**config.mk**
```make
export PLATFORM = sky130hd
export DESIGN_NAME = rgb_to_hsv_pixel_top
export DESIGN_NICKNAME = d
export VERILOG_FILES = /design/src/rtl/core/rgbhsv_pkg.sv /design/src/rtl/core/rgb_to_hsv_pixel_top.sv
export SDC_FILE = /design/constraint.sdc
export NUM_CORES = 1
export LEC_CHECK = 0
export BUFFER_PORTS_ARGS = -buffer_cell sky130_fd_sc_hd__buf_2
export CORE_MARGIN = 2
export CORE_UTILIZATION = 50
export CTS_CLUSTER_SIZE = 40
export DETAILED_ROUTE_END_ITERATION = 16
export PLACE_DENSITY = 0.76
export REMOVE_ABC_BUFFERS = 1
export SYNTH_ARGS = -nofsm -noshare
export SYNTH_HDL_FRONTEND = slang
export SYNTH_SLANG_ARGS = --single-unit
```
**constraint.sdc**
```tcl
create_clock -name clk_i -period 28 [get_ports clk_i]
set_input_delay 1.4 -clock clk_i [delete_from_list [all_inputs] [get_ports clk_i]]
set_output_delay 1.4 -clock clk_i [all_outputs]
set_load 0.005 [all_outputs]
```
**src/rtl/core/rgbhsv_pkg.sv**
```systemverilog
// Package for the RGB to HSV pixel converter.
// Shared types and constants; no dependencies.
package rgbhsv_pkg;

  localparam int ChanW = 8;
  localparam int HueW  = 9;
  localparam int NumW  = 16;   // dividend width for both restoring dividers
  localparam int QuoW  = 8;    // quotient bits, one per divider stage

  localparam logic [HueW-1:0] Hue120 = 9'd120;
  localparam logic [HueW-1:0] Hue240 = 9'd240;
  localparam logic [HueW-1:0] Hue360 = 9'd360;

  typedef enum logic [1:0] {
    SECT_RED   = 2'd0,
    SECT_GREEN = 2'd1,
    SECT_BLUE  = 2'd2
  } sector_e;

  // Payload carried through the divider stages
  typedef struct packed {
    logic [NumW-1:0]  sat_num;   // partial remainder of 255*delta
    logic [QuoW-1:0]  sat_quo;
    logic [NumW-1:0]  hue_num;   // partial remainder of 60*|diff|
    logic [QuoW-1:0]  hue_quo;
    logic [ChanW-1:0] vmax;      // saturation divisor and value output
    logic [ChanW-1:0] delta;     // hue divisor
    sector_e          sector;
    logic             neg;       // hue difference below zero
    logic             gray;      // delta zero
  } div_stage_t;

endpackage

```
**src/rtl/core/rgb_to_hsv_pixel_top.sv**
```systemverilog
// Pipeline from input transaction to result: front end, scaling,
// 8 restoring divider stages at one quotient bit each, hue assembly.
// Throughput: one pixel per cycle; the whole pipeline holds while the output
// stage is full and not taken. rst_ni clears all valid bits asynchronously.
// Top level of the RGB to HSV pixel converter.
// Depends on rgbhsv_pkg.
module rgb_to_hsv_pixel_top import rgbhsv_pkg::*; (
  input  logic        clk_i,
  input  logic        rst_ni,
  input  logic        s_axis_tvalid,
  output logic        s_axis_tready,
  input  logic [23:0] s_axis_tdata,   // red[7:0], green[15:8], blue[23:16]
  output logic        m_axis_tvalid,
  input  logic        m_axis_tready,
  output logic [31:0] m_axis_tdata    // hue_degrees[8:0], saturation_code[16:9],
                                      // value_code[24:17], zero[31:25]
);

  localparam int NStg = QuoW + 1;

  logic en;

  // ---------------- stage 1: max, min, sector, difference -----------------
  logic [ChanW-1:0] red, green, blue, mx, mn, dif_a, dif_b;
  sector_e          sect_d;

  assign red   = s_axis_tdata[7:0];
  assign green = s_axis_tdata[15:8];
  assign blue  = s_axis_tdata[23:16];

  always_comb begin
    mx = (red > green) ? red : green;
    mx = (mx > blue) ? mx : blue;
    mn = (red < green) ? red : green;
    mn = (mn < blue) ? mn : blue;
    if (red == mx) begin
      sect_d = SECT_RED;
      dif_a  = green;
      dif_b  = blue;
    end else if (green == mx) begin
      sect_d = SECT_GREEN;
      dif_a  = blue;
      dif_b  = red;
    end else begin
      sect_d = SECT_BLUE;
      dif_a  = red;
      dif_b  = green;
    end
  end

  logic             s1_valid_q;
  logic [ChanW-1:0] s1_vmax_q, s1_delta_q, s1_adiff_q;
  sector_e          s1_sector_q;
  logic             s1_neg_q;

  always_ff @(posedge clk_i or negedge rst_ni) begin
    if (!rst_ni) begin
      s1_valid_q <= 1'b0;
    end else if (en) begin
      s1_valid_q <= s_axis_tvalid;
    end
  end

  always_ff @(posedge clk_i) begin
    if (en) begin
      s1_vmax_q   <= mx;
      s1_delta_q  <= mx - mn;
      s1_sector_q <= sect_d;
      s1_neg_q    <= dif_a < dif_b;
      s1_adiff_q  <= (dif_a < dif_b) ? (dif_b - dif_a) : (dif_a - dif_b);
    end
  end

  // ---------------- stage 2: scale the dividends --------------------------
  logic       vld_q [NStg];
  div_stage_t stg_q [NStg];
  div_stage_t stg0_d;

  always_comb begin
    stg0_d.sat_num = {s1_delta_q, 8'd0} - NumW'(s1_delta_q);            // 255*delta
    stg0_d.hue_num = (NumW'(s1_adiff_q) << 6) - (NumW'(s1_adiff_q) << 2); // 60*|diff|
    stg0_d.sat_quo = '0;
    stg0_d.hue_quo = '0;
    stg0_d.vmax    = s1_vmax_q;
    stg0_d.delta   = s1_delta_q;
    stg0_d.sector  = s1_sector_q;
    stg0_d.neg     = s1_neg_q;
    stg0_d.gray    = (s1_delta_q == '0);
  end

  always_ff @(posedge clk_i or negedge rst_ni) begin
    if (!rst_ni) begin
      vld_q[0] <= 1'b0;
    end else if (en) begin
      vld_q[0] <= s1_valid_q;
    end
  end

  always_ff @(posedge clk_i) begin
    if (en) begin
      stg_q[0] <= stg0_d;
    end
  end

  // ---------------- stages 3..10: restoring divide, MSB first -------------
  for (genvar k = 0; k < QuoW; k++) begin : g_div
    localparam int Sh = QuoW - 1 - k;
    div_stage_t       nxt;
    logic [NumW-1:0]  sden, hden;

    always_comb begin
      nxt  = stg_q[k];
      sden = NumW'(stg_q[k].vmax) << Sh;
      hden = NumW'(stg_q[k].delta) << Sh;
      if (stg_q[k].sat_num >= sden) begin
        nxt.sat_num     = stg_q[k].sat_num - sden;
        nxt.sat_quo[Sh] = 1'b1;
      end
      if (stg_q[k].hue_num >= hden) begin
        nxt.hue_num     = stg_q[k].hue_num - hden;
        nxt.hue_quo[Sh] = 1'b1;
      end
    end

    always_ff @(posedge clk_i or negedge rst_ni) begin
      if (!rst_ni) begin
        vld_q[k+1] <= 1'b0;
      end else if (en) begin
        vld_q[k+1] <= vld_q[k];
      end
    end

    always_ff @(posedge clk_i) begin
      if (en) begin
        stg_q[k+1] <= nxt;
      end
    end
  end

  // ---------------- stage 11: hue assembly, output register ---------------
  div_stage_t      last;
  logic [6:0]      hq, hceil;
  logic [HueW-1:0] hue_d, base;
  logic [ChanW-1:0] sat_d;

  always_comb begin
    last  = stg_q[NStg-1];
    hq    = last.hue_quo[6:0];            // at most 60
    hceil = hq + 7'(last.hue_num != '0);
    case (last.sector)
      SECT_RED:   base = last.neg ? Hue360 : '0;
      SECT_GREEN: base = Hue120;
      SECT_BLUE:  base = Hue240;
      default:    base = '0;
    endcase
    hue_d = last.neg ? (base - HueW'(hceil)) : (base + HueW'(hq));
    sat_d = last.sat_quo;
    if (last.gray) begin
      hue_d = '0;
      sat_d = '0;
    end
  end

  logic             out_valid_q;
  logic [HueW-1:0]  out_hue_q;
  logic [ChanW-1:0] out_sat_q, out_val_q;

  assign en = !out_valid_q || m_axis_tready;

  always_ff @(posedge clk_i or negedge rst_ni) begin
    if (!rst_ni) begin
      out_valid_q <= 1'b0;
    end else if (en) begin
      out_valid_q <= vld_q[NStg-1];
    end
  end

  always_ff @(posedge clk_i) begin
    if (en) begin
      out_hue_q <= hue_d;
      out_sat_q <= sat_d;
      out_val_q <= last.vmax;
    end
  end

  assign s_axis_tready = en;
  assign m_axis_tvalid = out_valid_q;
  assign m_axis_tdata  = {7'd0, out_val_q, out_sat_q, out_hue_q};

endmodule

```
# Word-level counts from Yosys, hierarchy flattened
# Memories as Yosys holds them, arrays and structs flattened.
# Cells that the tools add are included.
# classes
addsub	24
reduce_logical	5
n_eq_ne	4
muxes	45
order_cmp	21
# op_table
operator	count
two-way mux 16 bit	14
two-way mux 8 bit	9
subtractor 16 x 8 -> 16 bit	3
two-way mux 17 bit	2
greater-or-equal comparator 16 x 10 -> 1 bit	2
greater-or-equal comparator 16 x 11 -> 1 bit	2
greater-or-equal comparator 16 x 12 -> 1 bit	2
greater-or-equal comparator 16 x 13 -> 1 bit	2
greater-or-equal comparator 16 x 14 -> 1 bit	2
greater-or-equal comparator 16 x 15 -> 1 bit	2
greater-or-equal comparator 16 x 8 -> 1 bit	2
greater-or-equal comparator 16 x 9 -> 1 bit	2
subtractor 16 x 10 -> 16 bit	2
subtractor 16 x 11 -> 16 bit	2
subtractor 16 x 12 -> 16 bit	2
subtractor 16 x 13 -> 16 bit	2
subtractor 16 x 14 -> 16 bit	2
subtractor 16 x 15 -> 16 bit	2
subtractor 16 x 9 -> 16 bit	2
case mux 9 bit (3 select lines)	1
< comparator 8 bit	3
subtractor 8 bit	3
two-way mux 9 bit	2
== test 8 bit	2
14 further kinds	30
# totals
word_cells	119
mem_bits_rw	612
n_memories	1
register_bits	63
# memory_table
name	words	word_bits	rd	rd_ports_with_merged_regs	write_ports	line_no	text
stg_q	9	68	9	0	9	rgb_to_hsv_pixel_top.sv:76	div_stage_t stg_q [NStg];

# Longest topological paths before layout
# Gate-level depths: netlist of the first run.
# depth
depth_word	9
ltp_mapped	35
mapped_depth_nobuf	28

# Worst setup path after synthesis of the first run
# Ideal clock, no wire load.
# synth_path
kind	input port to output port
from	input m_axis_tready
to	output s_axis_tready
setup_slack_ps	10395
cell_stages	3
t_arrival_ps	16205
path_buffers	1
t_required_ps	26600
path_cell_list	nor2b_1 -> inv_1 -> clkbuf_1
# synth_between
elab_chain_cells	1
# synth_rtl
item	line_no	text
from (decl)	rgb_to_hsv_pixel_top.sv:14	input logic m_axis_tready,
logical OR 1 bit	rgb_to_hsv_pixel_top.sv:168	assign en = !out_valid_q || m_axis_tready;
to (decl)	rgb_to_hsv_pixel_top.sv:11	output logic s_axis_tready,
# Every way passes these cells.

# Final worst setup path of the first run
# layout_path
from	input s_axis_tdata[9]
to	register s1_adiff_q[7], data pin
# layout_between
elab_chain_cells	9
elab_cells_between_ends	14
cone_classes	add/sub: 2; order compare: 3; eq/ne: 2; mux: 7
# layout_rtl
item	line_no	text
from (decl)	rgb_to_hsv_pixel_top.sv:12	input logic [23:0] s_axis_tdata,
greater-than comparator 8 bit	rgb_to_hsv_pixel_top.sv:32	mx = (red > green) ? red : green;
two-way mux 8 bit	rgb_to_hsv_pixel_top.sv:32	
greater-than comparator 8 bit	rgb_to_hsv_pixel_top.sv:33	mx = (mx > blue) ? mx : blue;
two-way mux 8 bit	rgb_to_hsv_pixel_top.sv:33	
== test 8 bit	rgb_to_hsv_pixel_top.sv:40	end else if (green == mx) begin
two-way mux 8 bit	rgb_to_hsv_pixel_top.sv:40	
two-way mux 8 bit	rgb_to_hsv_pixel_top.sv:36	if (red == mx) begin
subtractor 8 bit / < comparator 8 bit (equally long branches)	rgb_to_hsv_pixel_top.sv:70	s1_adiff_q <= (dif_a < dif_b) ? (dif_b - dif_a) : (dif_a - dif_b);
two-way mux 8 bit *	rgb_to_hsv_pixel_top.sv:70	
to (signal assigned)	rgb_to_hsv_pixel_top.sv:70	
to (decl)	rgb_to_hsv_pixel_top.sv:52	logic [ChanW-1:0] s1_vmax_q, s1_delta_q, s1_adiff_q;
# Mark *: on every way between the ends. The rest lies on a longest branch, timed or not.
# A chain may end at the register's enable or synchronous reset.

==> results of run 1 <==
## kinds of logic after synthesis
kind of cell | Yosys count
simple gates | 633
flops | 547
compound gates | 442
buf+inv | 331
fa+ha+maj | 209
xor+xnor | 156
mux | 70
other cells | 1
## worst max path at each step
stage                               start       endpoint  slack [ns]  cells after the start
after CTS                 s_axis_tdata[9]  s1_adiff_q[7]       19.94                     27
final                     s_axis_tdata[9]  s1_adiff_q[7]       19.87                     27
after global routing      s_axis_tdata[9]  s1_adiff_q[7]       19.35                     28
after detailed placement  s_axis_tdata[9]  s1_adiff_q[7]       19.31                     27
after floorplan             m_axis_tready  s_axis_tready       14.62                      2
after global placement    s_axis_tdata[9]  s1_adiff_q[7]       19.32                     27
## area by class of cell
type	instances	area, µm²	area share
clock buffers	59	1330	0.0427
inverters	279	1050	0.0340
flip-flops and latches	547	16400	0.527
multi-input cells	1517	10800	0.346
repair buffers	63	350	0.0113
well taps	756	946	0.0304
clock inverters	35	265	0.00854
## synth_stat cells, drive strengths merged (4+ instances only)
| master | count | share of area |
|---|---|---|
| a211oi | 11 | 0.0033 |
| a21boi | 44 | 0.012 |
| a21o | 36 | 0.0095 |
| a21oi | 119 | 0.021 |
| a311oi | 4 | 0.0017 |
| a31oi | 7 | 0.0021 |
| and2 | 9 | 0.0021 |
| and3 | 5 | 0.0011 |
| buf | 26 | 0.0054 |
| clkbuf | 26 | 0.0034 |
| dfrtp | 11 | 0.0097 |
| edfxtp | 536 | 0.57 |
| fa | 18 | 0.013 |
| ha | 191 | 0.084 |
| inv | 279 | 0.037 |
| mux2 | 39 | 0.015 |
| mux2i | 31 | 0.011 |
| nand2 | 162 | 0.021 |
| nand2b | 30 | 0.0066 |
| nand3 | 32 | 0.0056 |
| nand3b | 12 | 0.0036 |
| nand4 | 27 | 0.0059 |
| nand4b | 6 | 0.0019 |
| nor2 | 184 | 0.024 |
| nor2b | 51 | 0.011 |
| nor3 | 44 | 0.0078 |
| nor4 | 27 | 0.0065 |
| nor4b | 11 | 0.0044 |
| o211ai | 9 | 0.0024 |
| o21a | 18 | 0.0048 |
| o21ai | 157 | 0.028 |
| o31a | 4 | 0.0012 |
| o31ai | 16 | 0.0042 |
| or2 | 5 | 0.0011 |
| or3 | 12 | 0.0026 |
| or4 | 5 | 0.0013 |
| xnor2 | 88 | 0.027 |
| xor2 | 68 | 0.021 |
## per-layer routing
metal	wire [µm]	up-vias	global-route usage	share of wire
met5	0	-	0	0
met4	1960	0	0.0724	0.039
met3	1700	121	0.0270	0.034
met2	27600	327	0.338	0.55
met1	19100	8260	0.179	0.38
li1	-	8679	-	-
## through the flow
stage	instances	hold WS, ns	total power, mW	cell area, µm²	utilization
global placement	3162	0.400	3.59	29500	0.524
CTS	3256	0.413	4.39	31100	0.552
global route	3256	0.421	4.72	31100	0.552
detailed placement	3162	0.405	3.71	29500	0.524
finish	3256	0.410	4.37	31100	0.552
floorplan	2343	0.400	3.30	28200	-
## sequential cells by signal, indices dropped and copies added (netlist names)
name and flops:
m_axis_tvalid 1, out_hue_q 9, out_sat_q 8, out_val_q 8, s1_adiff_q 8, s1_delta_q 8, s1_neg_q 1, s1_sector_q 2
s1_valid_q 1, s1_vmax_q 8, stg_q 484, vld_q 9
## where the power goes
group / internal [mW] / leakage [nW] / total [mW] / switching, mW
Clock: 0.367 / 0.770 / 0.654 / 0.287
Combinational: 0.844 / 6.36 / 1.92 / 1.07
Sequential: 1.56 / 5.54 / 1.80 / 0.237
==> impl_results.md, run 1 <==
* Reg2reg start: stg_q[0][573]
* IO buf count at 54
* Routed WL per cell at ~15 µm
* Postcts setup bufs at 0
* First-pass GRT wire length at 83000 µm
* WHS Path Cells at 0
* Max-slew violation count at 0
* Async set-reset flop share out of synthesis at 0.0201
* Slowest cell on crit path: o21a_1
* Leading cell type in the layout, fill and taps excluded: edfxtp_1
* Startpoint types: input pin
* Die height at 242 µm
* Worst Hold Class: register to register
* Multiplexer share of the synthesized area at 0.0264
* CORE AREA at approximately 0.056 mm²
* Number of CTS-inserted buffers at 51
* Syn avg cell area at between 10 and 15 µm²
* Number of synthesized flops with an enable pin at 536
* Largest delay contributor family on the critical path: compound AO/OA/AOI/OAI gates
* Total GRT Usage at 0.172
* FF-to-FF path depth at 16
* Clock Path Buffers at 3
* CTS sink count at 547
* Bufs and invs on worst path at 2
* Post-synth top flop: edfxtp_1
* Post-synthesis xor/xnor area fraction at 0.0481
* Mapped cell area at 0.0284 mm²
* WL final at roughly 50000 µm
* Hold endpoint: stg_q[0][204]
* Max_cap viols at 0
* Overflow after GRT at 0
* Largest family of logic cells by synthesized area: simple AND/OR/NAND/NOR gates
* Vias per cell at 5.34
* Critical path arrival at 8.47 ns
* PwrDens at 141 mW/mm²
* First-iteration detailed-routing DRC count at 941
* Initial antenna violation count at 0
* Die area at 0.0587 mm²
* Final setup viols at 0
* Reg2Reg Capture Point: out_hue_q[8]
* Initial core utilization at 0.504
* RSZ-0062 raised after global routing: false
* DR vias at 17400
* Library cells used by synthesis at 76
* Place WS at 19.31 ns
* CTS H-tree depth at 2
* Fill cells at around 4500
* Seq/Total Area, Yosys at 0.577
* Clk Latency, worst-skew pair at 0.60 ns
* Min cycle time layout at 8.13 ns
* Critical path class: input pin to register
* Slowest cell delay on critical path at slightly above 0.8 ns
* Adder-Cell Fraction of Synth Area at 0.0969
* Post-route DRC at 0
* Fin crit share at 0.290
* P_leak at 12.7 nW
* Die X at 242 µm
* Pre-antenna DRT Iters at 7
* Layout area overhead at 9.44%
* Vias in the first global route at 17800
* Hold Startpoint: stg_q[0][136]
* Final hold violations at 0
* Crit path max fanout at 30
* Reg2Reg Setup Slack at 24.34 ns
* Largest net degree at the start of global routing at 218
* Rel. slew slack at 0.190
* Synth warn at 0
* Max VDD drop at 0.0698 mV
* Site Rows at just under 90
* CP endpoint kind: register
* Seq cells post-synth at between 500 and 600
* Status: complete, no violations
* Clock skew at 0.0181 ns
* Post-layout worst setup margin at 19.87 ns
* Antenna viol nets, final at 0
* Mapped Cells at 2389
* Hpwl dp at 36500 µm
* Final setup TNS at 0 ns
* # diodes at 0
* Synth Area in Compound Gates at 0.0949
* I/O Pins at just over 60
* Hold buffer count at cts at 0
* Reg clk slew, reported paths at 0.06 ns
* Commonest cells after routing, fill and taps aside: edfxtp_1 (536), inv_1 (276), ha_1 (191)
* Gpl congestion at 0.878
* Fmax at about 0.12 GHz
* Required time of the critical path at roughly 28 ns
* Worst-margin pin slew at 1.21 ns
* CTS root buf: clkbuf_16
* Layout cells sized above 1 at 0.0800
* CTS resizes at 0
* CTS tree: yes
* Post-Synth Simple-Gate Area at 0.111
* Final Net Count at 2696
Power figures use the tool's default switching activity.
==> inputs of run 2 (changes only) <==
- PLACE_DENSITY: 0.76 -> 0.78
- clock period: 28 -> 6.55 ns (I/O delays scaled with it)
==> run 2 against run 1 <==
Via count increased by 0.37%. Combinational power rose to 4.3 times the previous value. Register-to-register slack got worse by 21 ns. Flip-flop and latch count unchanged. Core utilization increased by 0.70 points. Sequential share of layout area down 0.66 points. Hold slack worse by 0.31 ns. Design area grew 1.3%. Clock power rose to 4.5 times the previous value. Total power increased to 4.3 times the previous value. Critical path depth is 2 higher. Clock skew shrank 0.0061 ns. Critical path type unchanged.
==> impl_results.md, run 2 (synthesized netlist as in run 1, its figures left out) <==
* Status: complete, no violations (unchanged)
* Site Rows at 87 (unchanged)
* Fin crit share at 0.914
* PwrDens at 599 mW/mm² (was 141 mW/mm²)
* Reg2Reg Capture Point: out_hue_q[8] (unchanged)
* Worst Hold Class: input pin to register (was register to register)
* Die height at 242 µm (unchanged)
* Final Net Count at 2736 (was 2696)
* Hold endpoint: s1_valid_q (was stg_q[0][204])
* Max_cap viols at 0 (unchanged)
* Fill cells at 4428 (was 4521)
* Layout cells sized above 1 at 0.0937 (was 0.0800)
* First-pass GRT wire length at 83200 µm (was 83000 µm)
* Int Pwr at 12.0 mW (was 2.77 mW)
* Clk Latency, worst-skew pair at 0.57 ns (was 0.60 ns)
* Critical path class: input pin to register (unchanged)
* Switching Share at 0.360 (was 0.366)
* Required time of the critical path at 6.86 ns (was 28.34 ns)
* Sw power at 6.79 mW (was 1.60 mW)
* WHS Path Cells at 3 (was 0)
* Worst-margin pin slew at 1.16 ns (was 1.21 ns)
* Die area at 0.0587 mm² (unchanged)
* CTS root buf: clkbuf_16 (unchanged)
* Startpoint types: input pin (unchanged)
* Slowest cell on crit path: fa_1 (was o21a_1)
* Slowest cell delay on critical path at 0.40 ns (was 0.82 ns)
* Initial core utilization at 0.504 (unchanged)
* Hpwl dp at 36900 µm (was 36500 µm)
* Non-Filler Instances at 3295 (was 3256)
* P_leak at 12.9 nW (was 12.7 nW)
* CTS H-tree depth at 2 (unchanged)
* Gpl congestion at 0.904 (was 0.878)
* Biggest registers after layout: stg_q (484), out_hue_q (9), vld_q (9) (unchanged)
* Final hold violations at 0 (unchanged)
* CP endpoint kind: register (unchanged)
* Antenna viol nets, final at 0 (unchanged)
* Overflow after GRT at 0 (unchanged)
* Core Util, Final at 0.559 (was 0.552)
* CORE AREA at 0.0563 mm² (unchanged)
* Tot Pwr at 18.8 mW (was 4.37 mW)
* Die X at 242 µm (unchanged)
* Postcts setup bufs at 0 (unchanged)
* Reg2Reg Setup Slack at 2.97 ns (was 24.34 ns)
* Final setup TNS at 0 ns (unchanged)
* RSZ-0062 raised after global routing: false (unchanged)
* CTS resizes at 0 (unchanged)
* Leading cell type in the layout, fill and taps excluded: edfxtp_1 (unchanged)
* Largest net degree at the start of global routing at 206 (was 218)
* Reg clk slew, reported paths at 0.06 ns (about the same)
* Routed WL per cell at 15.2 µm (was 15.5 µm)
* Crit path max fanout at 12 (was 30)
* Commonest cells after routing, fill and taps aside: edfxtp_1 (536), inv_1 (276), ha_1 (191) (unchanged)
* Placed Cells at 3200 (was 3162)
* DR vias at 17500 (was 17400)
* Largest register by flop count: stg_q (unchanged)
* Max VDD drop at 0.372 mV (was 0.0698 mV)
* CTS tree: yes (unchanged)
* Seq pwr share at 0.407 (was 0.411)
* Reg2reg start: stg_q[0][574] (was stg_q[0][573])
* IO buf count at 54 (unchanged)
* Min cycle time layout at approximately 6.0 ns
* Fmax at 0.167 GHz
* Layout area overhead at 10.8% (was 9.44%)
* I/O Pins at 62 (unchanged)
* Place WS at 0.0377 ns (was 19.31 ns)
* Clock Path Buffers at 3 (unchanged)
* Rel. slew slack at 0.222 (was 0.190)
* Fin area at 0.0315 mm² (was 0.0311 mm²)
* Post-route DRC at 0 (unchanged)
* Clock skew at 0.0120 ns (was 0.0181 ns)
* WL final at 50200 µm (was 50400 µm)
* Number of CTS-inserted buffers at 52 (was 51)
* Clk pwr share at 0.155 (was 0.150)
* FF-to-FF path depth at 16 (unchanged)
* Max reg flops at 484 (unchanged)
* Critical path arrival at 6.30 ns (was 8.47 ns)
* Total GRT Usage at 0.171 (was 0.172)
* Initial antenna violation count at 1 (was 0)
* Vias per cell at 5.30 (was 5.34)
* Placed cell area at 0.0298 mm² (was 0.0295 mm²)
* Vias in the first global route at 17800 (about the same)
* # diodes at 0 (unchanged)
* Hold Startpoint: s_axis_tvalid (was stg_q[0][136])
* CTS sink count at 547 (unchanged)
* Most used cell, CP: o21ai_0
* Combinational power share at 0.438 (was 0.439)
* Max-slew violation count at 0 (unchanged)
* Post-layout worst setup margin at 0.562 ns (was 19.87 ns)
* Final setup viols at 0 (unchanged)
* Hold_ws at 0.0962 ns (was 0.410 ns)
* First-iteration detailed-routing DRC count at 942 (was 941)
* Pre-antenna DRT Iters at 5 (was 7)
==> run 2: power by group through the flow <==
stage          sequential, mW  clock [mW]  combinational, mW
5_1_grt                  7.88        3.14               9.30
6_report                 7.67        2.92               8.24
2_1_floorplan            7.74           0               6.36
3_3_place_gp             7.64           0               7.75
3_5_place_dp             7.74           0               8.14
4_1_cts                  7.68        2.99               8.23
==> run 2: cell type report <==
class                      count  area, µm²  share of cell area
clock buffer                  61       1360              0.0431
clock inverter                33        325              0.0103
inverter                     279       1050              0.0335
multi-input combinational   1517      10800               0.342
sequential                   547      16400               0.520
tap                          756        946              0.0301
timing repair buffer         102        658              0.0209
==> run 2: worst max path at each step <==
| stage | start | end | slack (ns) | cells after the start |
|---|---|---|---|---|
| after floorplan | m_axis_tvalid | out_hue_q[0] | -5.40 | 2 |
| after global placement | s_axis_tdata[13] | s1_adiff_q[5] | 0.17 | 28 |
| after detailed placement | s_axis_tdata[13] | s1_adiff_q[6] | 0.04 | 29 |
| after CTS | s_axis_tdata[13] | s1_adiff_q[6] | 0.63 | 29 |
| after global routing | s_axis_tdata[13] | s1_adiff_q[5] | 0.05 | 30 |
| final | s_axis_tdata[13] | s1_adiff_q[6] | 0.56 | 29 |
==> run 2: worst max-delay path: cells and delay by family <==
kind,cells,cell delay (ns)
buffers and inverters,3,0.40
adder cells (fa/ha/maj),3,0.96
XOR/XNOR,1,0.08
AND/OR/NAND/NOR,5,0.93
multiplexers,2,0.64
AO/OA/AOI/OAI,15,2.93
==> run 2: timing repair <==
| action | CTS | global route |
|---|---|---|
| hold endpoints to repair | 11 | 0 |
| endpoints found under the setup margin | 0 | 0 |
| hold buffers | 1 | 0 |
==> run 2: per-layer routing <==
layer	vias to the layer above	wire, µm	track usage
li1	8746	-	-
met1	8195	19100	0.180
met2	365	27400	0.338
met3	143	1800	0.0241
met4	2	1910	0.0677
met5	-	10	0
